**src/design/dam_pkg.sv**
```systemverilog
// shared types, widths and codes of the adjacency matrix block
package dam_pkg;

  localparam int VERTEX_W         = 4;
  localparam int CFG_W            = 5;
  localparam int DEG_W            = 5;
  localparam int MAX_VERTICES_DEF = 16;
  localparam int VERTEX_LIMIT     = 2 ** VERTEX_W;
  localparam int QUEUE_DEPTH      = 2;

  localparam int IN_TUSER_W  = 2;
  localparam int IN_TDATA_W  = 8;
  localparam int OUT_TUSER_W = 2;
  localparam int OUT_TDATA_W = 16;

  localparam logic [CFG_W-1:0] VC_RESET = CFG_W'(16);

  localparam logic [1:0] REQ_ADD   = 2'd0;
  localparam logic [1:0] REQ_CLEAR = 2'd1;
  localparam logic [1:0] REQ_QUERY = 2'd2;

  typedef enum logic [1:0] {
    OP_ADD    = 2'd0,
    OP_CLEAR  = 2'd1,
    OP_QUERY  = 2'd2,
    OP_REJECT = 2'd3
  } op_t;

  typedef struct packed {
    op_t                 op;
    logic [VERTEX_W-1:0] vertex;
    logic [VERTEX_W-1:0] target;
  } cmd_t;

  typedef struct packed {
    logic                status;
    logic [VERTEX_W-1:0] neighbor;
    logic                neighbor_valid;
    logic [DEG_W-1:0]    in_degree;
    logic [DEG_W-1:0]    out_degree;
    logic                last;
  } res_t;

endpackage

```
**src/design/dam_front.sv**
```systemverilog
// request intake: bounds check and classification into queue commands
module dam_front (
  input  logic                         in_valid,
  input  logic [1:0]                   req_type,
  input  logic [dam_pkg::VERTEX_W-1:0] vertex,
  input  logic [dam_pkg::VERTEX_W-1:0] target,
  input  logic [dam_pkg::CFG_W-1:0]    eff_count,
  input  logic                         q_full,
  output logic                         in_ready,
  output logic                         push,
  output dam_pkg::cmd_t                cmd
);
  import dam_pkg::*;

  logic v_ok;
  logic t_ok;
  logic known;

  assign v_ok     = {1'b0, vertex} < eff_count;
  assign t_ok     = {1'b0, target} < eff_count;
  assign in_ready = !q_full;

  always_comb begin
    cmd.vertex = vertex;
    cmd.target = target;
    cmd.op     = OP_REJECT;
    known      = 1'b1;
    case (req_type)
      REQ_ADD:   cmd.op = (v_ok && t_ok) ? OP_ADD : OP_REJECT;
      REQ_CLEAR: cmd.op = OP_CLEAR;
      REQ_QUERY: cmd.op = v_ok ? OP_QUERY : OP_REJECT;
      // unused request code is taken and dropped
      default:   known = 1'b0;
    endcase
  end

  assign push = in_valid && !q_full && known;

endmodule

```
**src/design/dam_queue.sv**
```systemverilog
// short command queue between intake and execution
module dam_queue (
  input  logic          clk,
  input  logic          rst_n,
  input  logic          push,
  input  dam_pkg::cmd_t push_cmd,
  input  logic          pop,
  output logic          full,
  output logic          q_valid,
  output dam_pkg::cmd_t q_cmd
);
  import dam_pkg::*;

  localparam int PTR_W = (QUEUE_DEPTH > 1) ? $clog2(QUEUE_DEPTH) : 1;
  localparam int CNT_W = $clog2(QUEUE_DEPTH + 1);

  cmd_t             slot_r [QUEUE_DEPTH];
  logic [PTR_W-1:0] wr_ptr_r, wr_ptr_nxt;
  logic [PTR_W-1:0] rd_ptr_r, rd_ptr_nxt;
  logic [CNT_W-1:0] count_r, count_nxt;
  logic             do_push;
  logic             do_pop;

  assign full    = count_r == CNT_W'(QUEUE_DEPTH);
  assign q_valid = count_r != '0;
  assign q_cmd   = slot_r[rd_ptr_r];
  assign do_push = push && !full;
  assign do_pop  = pop && q_valid;

  always_comb begin
    wr_ptr_nxt = wr_ptr_r;
    rd_ptr_nxt = rd_ptr_r;
    count_nxt  = count_r;
    if (do_push) begin
      wr_ptr_nxt = (wr_ptr_r == PTR_W'(QUEUE_DEPTH - 1)) ? '0 : wr_ptr_r + 1'b1;
    end
    if (do_pop) begin
      rd_ptr_nxt = (rd_ptr_r == PTR_W'(QUEUE_DEPTH - 1)) ? '0 : rd_ptr_r + 1'b1;
    end
    if (do_push && !do_pop) begin
      count_nxt = count_r + 1'b1;
    end else if (do_pop && !do_push) begin
      count_nxt = count_r - 1'b1;
    end
  end

  always_ff @(posedge clk) begin
    if (!rst_n) begin
      wr_ptr_r <= '0;
      rd_ptr_r <= '0;
      count_r  <= '0;
    end else begin
      wr_ptr_r <= wr_ptr_nxt;
      rd_ptr_r <= rd_ptr_nxt;
      count_r  <= count_nxt;
    end
  end

  always_ff @(posedge clk) begin
    if (do_push) begin
      slot_r[wr_ptr_r] <= push_cmd;
    end
  end

endmodule

```
**src/design/dam_back.sv**
```systemverilog
// command execution: arc matrix, degree counts and successor walk
module dam_back #(
  parameter int MAX_VERTICES = dam_pkg::MAX_VERTICES_DEF
) (
  input  logic                      clk,
  input  logic                      rst_n,
  input  logic [dam_pkg::CFG_W-1:0] eff_count,
  input  logic                      q_valid,
  input  dam_pkg::cmd_t             q_cmd,
  output logic                      pop,
  output logic                      out_valid,
  input  logic                      out_ready,
  output dam_pkg::res_t             out_res
);
  import dam_pkg::*;

  // only indices that the vertex field can address are stored
  localparam int ROWS  = (MAX_VERTICES < VERTEX_LIMIT) ? MAX_VERTICES : VERTEX_LIMIT;
  localparam int IDX_W = $clog2(ROWS);

  typedef enum logic [2:0] {
    ST_IDLE = 3'b001,
    ST_CALC = 3'b010,
    ST_EMIT = 3'b100
  } state_t;

  state_t            state_r, state_nxt;
  logic [ROWS-1:0]   mat_r [ROWS];
  logic [ROWS-1:0]   mat_nxt [ROWS];
  logic [IDX_W-1:0]  v_r, v_nxt;
  logic [ROWS-1:0]   row_r, row_nxt;
  logic [DEG_W-1:0]  indeg_r, indeg_nxt;
  logic [DEG_W-1:0]  outdeg_r, outdeg_nxt;
  logic              out_valid_r, out_valid_nxt;
  res_t              res_r, res_nxt;

  logic              can_load;
  logic [ROWS-1:0]   mask;
  logic [ROWS-1:0]   col;
  logic [ROWS-1:0]   low_bit;
  logic [ROWS-1:0]   rest;
  logic [IDX_W-1:0]  low_idx;

  function automatic res_t ack(input logic status);
    res_t r;
    r        = '0;
    r.status = status;
    r.last   = 1'b1;
    return r;
  endfunction

  assign can_load  = !out_valid_r || out_ready;
  assign out_valid = out_valid_r;
  assign out_res   = res_r;

  always_comb begin
    for (int c = 0; c < ROWS; c++) begin
      mask[c] = c < int'(eff_count);
      col[c]  = mat_r[c][v_r] && mask[c];
    end
  end

  // lowest remaining successor
  assign low_bit = row_r & (~row_r + 1'b1);
  assign rest    = row_r & ~low_bit;

  always_comb begin
    low_idx = '0;
    for (int c = ROWS - 1; c >= 0; c--) begin
      if (row_r[c]) begin
        low_idx = IDX_W'(c);
      end
    end
  end

  always_comb begin
    state_nxt     = state_r;
    mat_nxt       = mat_r;
    v_nxt         = v_r;
    row_nxt       = row_r;
    indeg_nxt     = indeg_r;
    outdeg_nxt    = outdeg_r;
    out_valid_nxt = out_valid_r && !out_ready;
    res_nxt       = res_r;
    pop           = 1'b0;
    case (state_r)
      ST_IDLE: begin
        if (q_valid && can_load) begin
          pop = 1'b1;
          case (q_cmd.op)
            OP_ADD: begin
              mat_nxt[q_cmd.vertex[IDX_W-1:0]][q_cmd.target[IDX_W-1:0]] = 1'b1;
              out_valid_nxt = 1'b1;
              res_nxt       = ack(1'b0);
            end
            OP_CLEAR: begin
              for (int c = 0; c < ROWS; c++) begin
                mat_nxt[c] = '0;
              end
              out_valid_nxt = 1'b1;
              res_nxt       = ack(1'b0);
            end
            OP_QUERY: begin
              v_nxt     = q_cmd.vertex[IDX_W-1:0];
              state_nxt = ST_CALC;
            end
            default: begin
              out_valid_nxt = 1'b1;
              res_nxt       = ack(1'b1);
            end
          endcase
        end
      end
      ST_CALC: begin
        row_nxt    = mat_r[v_r] & mask;
        outdeg_nxt = DEG_W'($countones(mat_r[v_r] & mask));
        indeg_nxt  = DEG_W'($countones(col));
        state_nxt  = ST_EMIT;
      end
      ST_EMIT: begin
        if (can_load) begin
          out_valid_nxt      = 1'b1;
          res_nxt            = '0;
          res_nxt.in_degree  = indeg_r;
          res_nxt.out_degree = outdeg_r;
          if (row_r == '0) begin
            res_nxt.last = 1'b1;
            state_nxt    = ST_IDLE;
          end else begin
            res_nxt.neighbor       = VERTEX_W'(low_idx);
            res_nxt.neighbor_valid = 1'b1;
            res_nxt.last           = rest == '0;
            row_nxt                = rest;
            if (rest == '0) begin
              state_nxt = ST_IDLE;
            end
          end
        end
      end
      default: state_nxt = ST_IDLE;
    endcase
  end

  always_ff @(posedge clk) begin
    if (!rst_n) begin
      state_r     <= ST_IDLE;
      out_valid_r <= 1'b0;
      for (int c = 0; c < ROWS; c++) begin
        mat_r[c] <= '0;
      end
    end else begin
      state_r     <= state_nxt;
      out_valid_r <= out_valid_nxt;
      mat_r       <= mat_nxt;
    end
  end

  always_ff @(posedge clk) begin
    v_r      <= v_nxt;
    row_r    <= row_nxt;
    indeg_r  <= indeg_nxt;
    outdeg_r <= outdeg_nxt;
    res_r    <= res_nxt;
  end

endmodule

```
**src/design/digraph_adjacency_matrix_core.sv**
```systemverilog
// directed graph adjacency matrix core: intake, command queue and execution
// add, clear and rejected requests: one transfer out, one per cycle while out_tready holds.
// query: ST_CALC fetches the row and counts degrees, then one result per cycle per successor
//   (one result if none) while not stalled; rate is set by the serial successor walk.
// intake runs ahead of execution by up to two queued commands.
// synchronous active-low reset clears the arc matrix and queue, vertex_count returns to 16.
module digraph_adjacency_matrix_core #(
  parameter int MAX_VERTICES = dam_pkg::MAX_VERTICES_DEF
) (
  input  logic                            clk,
  input  logic                            rst_n,
  input  logic                            cfg_we,
  input  logic [dam_pkg::CFG_W-1:0]       cfg_wdata,   // vertex_count
  input  logic                            in_tvalid,
  output logic                            in_tready,
  input  logic [dam_pkg::IN_TUSER_W-1:0]  in_tuser,    // req_type
  input  logic [dam_pkg::IN_TDATA_W-1:0]  in_tdata,    // vertex, target
  output logic                            out_tvalid,
  input  logic                            out_tready,
  output logic [dam_pkg::OUT_TUSER_W-1:0] out_tuser,   // status, neighbor_valid
  output logic [dam_pkg::OUT_TDATA_W-1:0] out_tdata,   // neighbor, in_degree, out_degree, zeros
  output logic                            out_tlast
);
  import dam_pkg::*;

  logic [CFG_W-1:0] vc_r;
  logic [CFG_W-1:0] eff_count;
  logic             push;
  cmd_t             push_cmd;
  logic             q_full;
  logic             q_valid;
  cmd_t             q_cmd;
  logic             pop;
  res_t             res;

  always_ff @(posedge clk) begin
    if (!rst_n) begin
      vc_r <= VC_RESET;
    end else if (cfg_we) begin
      vc_r <= cfg_wdata;
    end
  end

  assign eff_count = (int'(vc_r) > MAX_VERTICES) ? CFG_W'(MAX_VERTICES) : vc_r;

  dam_front u_front (
    .in_valid  (in_tvalid),
    .req_type  (in_tuser),
    .vertex    (in_tdata[VERTEX_W-1:0]),
    .target    (in_tdata[2*VERTEX_W-1:VERTEX_W]),
    .eff_count (eff_count),
    .q_full    (q_full),
    .in_ready  (in_tready),
    .push      (push),
    .cmd       (push_cmd)
  );

  dam_queue u_queue (
    .clk      (clk),
    .rst_n    (rst_n),
    .push     (push),
    .push_cmd (push_cmd),
    .pop      (pop),
    .full     (q_full),
    .q_valid  (q_valid),
    .q_cmd    (q_cmd)
  );

  dam_back #(
    .MAX_VERTICES (MAX_VERTICES)
  ) u_back (
    .clk       (clk),
    .rst_n     (rst_n),
    .eff_count (eff_count),
    .q_valid   (q_valid),
    .q_cmd     (q_cmd),
    .pop       (pop),
    .out_valid (out_tvalid),
    .out_ready (out_tready),
    .out_res   (res)
  );

  assign out_tuser = {res.neighbor_valid, res.status};
  assign out_tdata = {2'b00, res.out_degree, res.in_degree, res.neighbor};
  assign out_tlast = res.last;

endmodule

```
**config.mk**
```make
export PLATFORM = sky130hd
export DESIGN_NAME = digraph_adjacency_matrix_core
export DESIGN_NICKNAME = d
export VERILOG_FILES = /design/src/design/dam_pkg.sv /design/src/design/dam_front.sv /design/src/design/dam_queue.sv /design/src/design/dam_back.sv /design/src/design/digraph_adjacency_matrix_core.sv
export SDC_FILE = /design/constraint.sdc
export NUM_CORES = 1
export LEC_CHECK = 0
export BUFFER_PORTS_ARGS = -buffer_cell sky130_fd_sc_hd__buf_2
export CAP_MARGIN = 5
export CORE_MARGIN = 3
export CORE_UTILIZATION = 50
export DETAILED_ROUTE_END_ITERATION = 10
export GPL_ROUTABILITY_DRIVEN = 0
export GPL_TIMING_DRIVEN = 0
export PLACE_DENSITY = 0.69
export SYNTH_ARGS = -nofsm -noshare
export SYNTH_HDL_FRONTEND = slang
export SYNTH_HIERARCHICAL = 1
export SYNTH_SLANG_ARGS = --single-unit
```
**constraint.sdc**
```tcl
create_clock -name clk -period 5 [get_ports clk]
set_input_delay 1 -clock clk [delete_from_list [all_inputs] [get_ports clk]]
set_output_delay 1 -clock clk [all_outputs]
set_load 0.05 [all_outputs]
```
After elaboration in Yosys (flattened, before gate mapping). Memory sizes are Yosys's and may differ from the RTL's. A register that Yosys moved wholly into a read port is not among the register bits. Index checks and enable logic that the tools add are counted.

Bits in registers: 316. Latch bits: 0. Memory bits (writable): 20. Memory bits (read-only): 0. Input bits: 20. Output and inout port bits: 21. Logic and storage cells: 254. Memories kept: 1.

Memory list: u_queue.slot_r (words 2, width 10, read ports 1, clocked after memory_dff 1, wr ports 1, RTL line dam_queue.sv:17) `cmd_t slot_r [QUEUE_DEPTH];`.

Add/sub/neg operators: 35. $mul: 0. Div/mod/pow operators: 0. Order comparisons: 25. Equality and inequality tests: 14. Shifts and indexed selects: 0. Multiplexer cells: 90. Bitwise operators: 8. Reduce and logical (&&, ||, !) cells: 49.

Operators with widths (number): 256-bit one-hot mux with 2 select lines (1); 256-bit bitwise OR (1); 16-bit two-way mux (5); 5-bit adder (14); 17-bit one-hot mux with 2 select lines (2); 1-bit binary-select mux with 4-bit select (16); 16-bit binary-select mux with 4-bit select (1); 16-bit demux with 4-bit select (1); 4-bit two-way mux (16); 16-bit AND (3); 4-bit by 5-bit < comparator with 1-bit output (first input constant) (8); 17-bit two-way mux (2); 1-bit by 1-bit adder with 2-bit output (16); 16-bit logical NOT (2); 16-bit NOT (2); 16-bit one-hot mux with 2 select lines (1); 1-bit two-way mux (31); 1-bit logical AND (27); 3-bit by 5-bit < comparator with 1-bit output (first input constant) (4); 16-bit by 1-bit adder with 16-bit output (second input constant) (1); 3-bit two-way mux (5); 5-bit >= comparator (second input constant) (2); 1-bit by 5-bit < comparator with 1-bit output (first input constant) (2); 2-bit by 5-bit < comparator with 1-bit output (first input constant) (2); other kinds (31) (56).

Logic depth before layout (Yosys ltp).
Depth after elaboration: 19. Depth in mapped cells: 18. Gate-level depth less buffers: 16.

Hierarchy. Netlist, hierarchy kept.

By module, submodules not included: dam_back (instances 1, cells each 1404, area each 15053.2 um^2, seq. area each 6616.3 um^2); dam_queue (instances 1, cells each 57, area each 948.4 um^2, seq. area each 700.7 um^2); dam_front (instances 1, cells each 35, area each 257.7 um^2, seq. area each 0.0 um^2); digraph_adjacency_matrix_core (instances 1, cells each 24, area each 237.7 um^2, seq. area each 100.1 um^2).

Worst setup path before layout. Ideal clock, no wire load.

Kind: register -> register. From: register u_back.v_r[1]. To: register u_back.indeg_r[4] (data pin). Setup time: 0.255 ns. Arrival: 5.084 ns. Required time: 4.745 ns. Setup slack: -0.339 ns. Cell stages (with the launch flop): 17. Buffers on the path: 4. Clock period less this slack: 5.339 ns. Cell sequence: edfxtp_1 -> buf_2 -> buf_2 -> buf_2 -> clkbuf_1 -> mux4_2 -> mux4_2 -> nand2_1 -> fa_1 -> fa_1 -> fa_1 -> inv_1 -> fa_1 -> ha_1 -> fa_1 -> a21oi_1 -> nor2b_1.

Longest elaborated chain between the ends: 7. Elaborated cells on any way between the ends: 63. Classes of those cells: add/sub: 15; mux: 32; reduce/logical: 16.

Ends and longest elaborated chain: start, declared (RTL line dam_back.sv:30) `logic [IDX_W-1:0] v_r, v_nxt;`; start signal, assigned (RTL line dam_back.sv:159) `v_r <= v_nxt;`; 1-bit binary-select mux with 4-bit select (RTL line dam_back.sv:59) `col[c] = mat_r[c][v_r] && mask[c];`; 1-bit two-way mux (implied by the code) (RTL line dam_back.sv:59); 1-bit logical AND (RTL line dam_back.sv:59); 1-bit by 1-bit adder with 2-bit output (implied by the code) (RTL line dam_back.sv:117) `indeg_nxt = DEG_W'($countones(col));`; 5-bit adder (implied by the code) (2 in a row) (RTL line dam_back.sv:117); 5-bit adder (implied by the code) * (RTL line dam_back.sv:117); end signal, assigned (RTL line dam_back.sv:161) `indeg_r <= indeg_nxt;`; end, declared (RTL line dam_back.sv:32) `logic [DEG_W-1:0] indeg_r, indeg_nxt;`.

Mark *: on every way between the ends. The rest lies on a longest branch, timed or not. The select of a mux whose other input is x is not followed. A chain may end at the register's enable or synchronous reset.

Worst setup path in the final report.
From: register u_back.v_r[0]. To: register u_back.outdeg_r[1] (data pin).

Longest elaborated chain between the ends: 9. Elaborated cells on any way between the ends: 20. Classes of those cells: add/sub: 15; mux: 3; bitwise: 2.

Ends and longest elaborated chain: 4-bit NOT with 5-bit output (implied by the code) * (RTL line dam_back.sv:116) `outdeg_nxt = DEG_W'($countones(mat_r[v_r] & mask));`; 16-bit binary-select mux with 4-bit select * (RTL line dam_back.sv:116); 16-bit two-way mux (implied by the code) * (2 in a row) (RTL line dam_back.sv:116); 16-bit AND * (RTL line dam_back.sv:116); 1-bit by 1-bit adder with 2-bit output (implied by the code) (RTL line dam_back.sv:116); 5-bit adder (implied by the code) (2 in a row) (RTL line dam_back.sv:116); 5-bit adder (implied by the code) * (RTL line dam_back.sv:116); end signal, assigned (RTL line dam_back.sv:162) `outdeg_r <= outdeg_nxt;`; end, declared (RTL line dam_back.sv:33) `logic [DEG_W-1:0] outdeg_r, outdeg_nxt;`.

Marked as above.

==> flow_summary.yaml <==
yosys:
  synth.yosys.seq_area_share_pct: 44.96
  synth.distinct_cells: 63
  ys_top_cells_by_area: "sky130_fd_sc_hd__dfxtp_1 33%, sky130_fd_sc_hd__mux4_2 22%, sky130_fd_sc_hd__edfxtp_1 12%"
  synth_top_cell_area_share_pct: 32.76
  synth_async_sr_flop_share_pct: 0
  synth_enable_flop_cells: 67
  postSynth.topFlopCell: "sky130_fd_sc_hd__dfxtp_1"
  syn_warnings: 6
  synthesis.instances: 1520
  synth_seq_cells: 337
  syn_avg_cell_area_um2: 10.85
  ys_top_cells_by_count: "298 x sky130_fd_sc_hd__nor2_1, 272 x sky130_fd_sc_hd__a21oi_1, 270 x sky130_fd_sc_hd__dfxtp_1"
  post-synth-top-count-cell: "sky130_fd_sc_hd__nor2_1"
  synth.cell_area_mm2: 0.01650
  yosys_top_cell_by_area: "sky130_fd_sc_hd__dfxtp_1"
die:
  core-area_mm2: 0.03204
  std_cell_rows: 65
  floorplan.die.height_um: 187.6
  floorplan.initialDensity_pct: 51.48
  io_pins: 41
  dieArea_mm2: 0.03521
  floorplan.die.width_um: 187.6
routing:
  drc: 0
  route.detailed.wl_per_inst_um: 23.21
  antenna_left: 0
  viasPerCell: 6.236
  dr.pass1.iters: 7
  detail_route.wirelength_mm: 48.74
  drt-initial-drc-count: 1317
  detailroute.via_count: 13096
power:
  p_total_mw: 7.335
  areal_power_density_over_the_cells_mw_per_mm2: 378.7
  power.share.switching_pct: 30.87
  seq_power_share_pct: 40.5
  intPower_mw: 5.071
  power.switching_mw: 2.264
  p_leak_nw: 7.183
  power.combinational.fraction_pct: 22.4
  power_frac_clock_pct: 37.1
  vdd_drop_max_uv: 257.1
cells_and_area:
  final_cell_count_no_fill: 2100
  layout_fillers: 2632
  antennaDiodeCount: 0
  num-nets-final: 1695
  area_growth_synth_to_finish_pct: 17.39
  drive_gt1_share_pct: 25.41
clock_tree:
  cts_sinks: 337
  clock_tree.root_cell: "sky130_fd_sc_hd__clkbuf_16"
  ctsLongestPathBuffers: 3
  cts_tree: "built"
  clkTransAtPathRegs_ns: 0.06
  cts_hold_buf: 0
  worst_skew_late_latency_ns: 0.52
  cts-buffers-inserted: 37
  cts_max_level: 2
sta:
  setup_repair_after_global_routing_missed_its_margin: "yes"
  finClkSkew_ns: 0.01659
  setup-violations-final: 8
  maxSlewViolCount: 0
  timing.setup.tns_ns: -1.745
  min_period_ns: 5.294
  max_slew.worst_pin.slew_ns: 1.241
  count_of_endpoints_failing_hold_in_the_final_timing_report: 0
  timing.final.ws_setup_ns: -0.2944
  worst_slew_slack_as_a_fraction_of_its_limit_pct: 16.63
  clock.fmax_mhz: 188.9
  fin_crit_sh_pct: 105.9
critical_path:
  regToRegSetupSlack_ns: -0.29
  worst_setup_path_start_kind: "flip-flop"
  worst-endpoint-arrival_ns: 5.56
  required_time_of_the_critical_path_ns: 5.27
  crit_path_max_fanout: 7
  cp-end-kind: "flip-flop"
  critical_path_class: "flip-flop to flip-flop"
grt:
  grt_overflow_total: 0
  grt_first_pass_wirelength_mm: 74.53
  grt_max_degree: 20
  grtUsageTotal_pct: 27.30
  via_count_of_the_first_global_routing_pass: 12700
  antenna_found_initial: 1
run_status:
  outcome: "finished, violations left"
  failing_checks: "negative setup slack"
place:
  dp_cells: 1994
  portBuffers: 37
  detailed_place_hpwl_mm: 35.39
job:
  timing.max_cap.violations: 0
hold_path:
  min_path_type: "flip-flop to flip-flop"
-- area by class of cell --
type | instances | area (um2) | share of cell area [%]
plain buffers | 121 | 874.6 | 4.516
clock buffers | 50 | 1079 | 5.569
clock inverters | 16 | 138.9 | 0.7171
inverters | 38 | 142.6 | 0.7365
multi-input cells | 1024 | 8486 | 43.82
flip-flops and latches | 337 | 7417 | 38.30
well taps | 435 | 544.3 | 2.810
repair buffers | 79 | 684.4 | 3.534
-- flip-flops by register name, summed over array words and instances, names as in the netlist, named ones only --
signal / cells
u_back/mat_r: 256
u_queue/slot_r: 20
u_back/out_res: 17
u_back/row_r: 16
u_back/indeg_r: 5
u_back/outdeg_r: 5
vc_r: 5
u_back/v_r: 4
u_back/state_r: 3
u_queue/count_r: 2
u_back/out_valid: 1
u_queue/rd_ptr_r: 1
u_queue/wr_ptr_r: 1
-- power groups by stage --
stage / Combinational [mW] / Clock [mW] / Sequential [mW]
4_1_cts: 1.60 / 2.75 / 2.97
2_1_floorplan: 0.846 / 0 / 3.22
6_report: 1.64 / 2.72 / 2.97
3_3_place_gp: 1.42 / 0 / 3.02
5_1_grt: 1.72 / 2.86 / 2.98
3_5_place_dp: 1.44 / 0 / 3.03
-- stage by stage --
stage | worst slack [ns] | util [%] | cell area, um2 | hold slack, ns
floorplan | -0.01174 | - | 16570 | 0.4479
global placement | -0.8979 | 53.99 | 17300 | 0.4671
detailed placement | -0.9130 | 54.05 | 17320 | 0.4713
CTS | -0.2074 | 60.17 | 19280 | 0.4882
global route | -0.3498 | 60.44 | 19370 | 0.5025
finish | -0.2944 | 60.44 | 19370 | 0.4875
-- critical path, cell delays in order, from the launching register on --
cell and delay (ns):
sky130_fd_sc_hd__edfxtp_1 0.48, sky130_fd_sc_hd__buf_12 0.22, sky130_fd_sc_hd__buf_12 0.14, sky130_fd_sc_hd__buf_4 0.11, sky130_fd_sc_hd__mux4_2 0.50, sky130_fd_sc_hd__mux4_2 0.54, sky130_fd_sc_hd__o21a_1 0.18, sky130_fd_sc_hd__fa_1 0.46
sky130_fd_sc_hd__fa_1 0.51, sky130_fd_sc_hd__inv_2 0.04, sky130_fd_sc_hd__fa_1 0.54, sky130_fd_sc_hd__inv_2 0.04, sky130_fd_sc_hd__fa_1 0.52, sky130_fd_sc_hd__ha_2 0.19, sky130_fd_sc_hd__inv_2 0.04, sky130_fd_sc_hd__fa_2 0.51
sky130_fd_sc_hd__inv_1 0.04
-- cells by family (layout without fill, tap and decap cells) --
family / count (synthesis) / in the layout / share of synthesized area, %
buffers and inverters: 160 / 304 / 4.247
other: 1 / 2 / 0.02273
AOI/OAI and AO/OA: 337 / 337 / 11.08
DFF: 337 / 337 / 44.96
muxes: 176 / 176 / 22.92
adders and majority gates: 39 / 39 / 3.838
xor gates and xnor gates: 7 / 7 / 0.3716
and+or+nand+nor: 463 / 463 / 12.56
-- metal layers --
metal / routed length [um] / track usage (%)
met1: 18410 / 36.00
met2: 22510 / 43.60
met3: 5250 / 6.319
met4: 2470 / 11.28
met5: 92 / 1.923
-- worst paths after layout --
path,from,endpoint,cells past startpoint
min,u_back/mat_r[143]$_SDFFE_PN0P_,u_back/mat_r[143]$_SDFFE_PN0P_,2
max,u_back/v_r[0]$_DFFE_PP_,u_back/outdeg_r[1]$_DFFE_PP_,16
max reg2reg,u_back/v_r[0]$_DFFE_PP_,u_back/outdeg_r[1]$_DFFE_PP_,16
min reg2reg,u_back/mat_r[143]$_SDFFE_PN0P_,u_back/mat_r[143]$_SDFFE_PN0P_,2
-- placed cells by master (no fill, tap or decap), types with 16 or more instances in the layout --
cell | synthesis | routed
sky130_fd_sc_hd__inv_1 | 38 | 31
sky130_fd_sc_hd__edfxtp_1 | 67 | 67
sky130_fd_sc_hd__nand2_1 | 39 | 33
sky130_fd_sc_hd__mux4_2 | 160 | 160
sky130_fd_sc_hd__buf_4 | 11 | 39
sky130_fd_sc_hd__nor3_1 | 26 | 26
sky130_fd_sc_hd__and2_1 | 21 | 16
sky130_fd_sc_hd__clkbuf_16 | 0 | 40
sky130_fd_sc_hd__clkbuf_1 | 68 | 65
sky130_fd_sc_hd__nor2_1 | 298 | 298
sky130_fd_sc_hd__nor2b_1 | 24 | 24
sky130_fd_sc_hd__buf_2 | 35 | 56
sky130_fd_sc_hd__buf_12 | 0 | 16
sky130_fd_sc_hd__a21oi_1 | 272 | 268
sky130_fd_sc_hd__dfxtp_1 | 270 | 270
-- repair_timing --
| item | CTS | global route |
|---|---|---|
| cloned | 6 | 0 |
| pin swaps | 23 | 8 |
| gates resized for setup | 93 | 12 |
| endpoints found under the setup margin | 10 | 8 |
| setup buffers | 26 | 9 |
(Power assumes the default switching activity.)
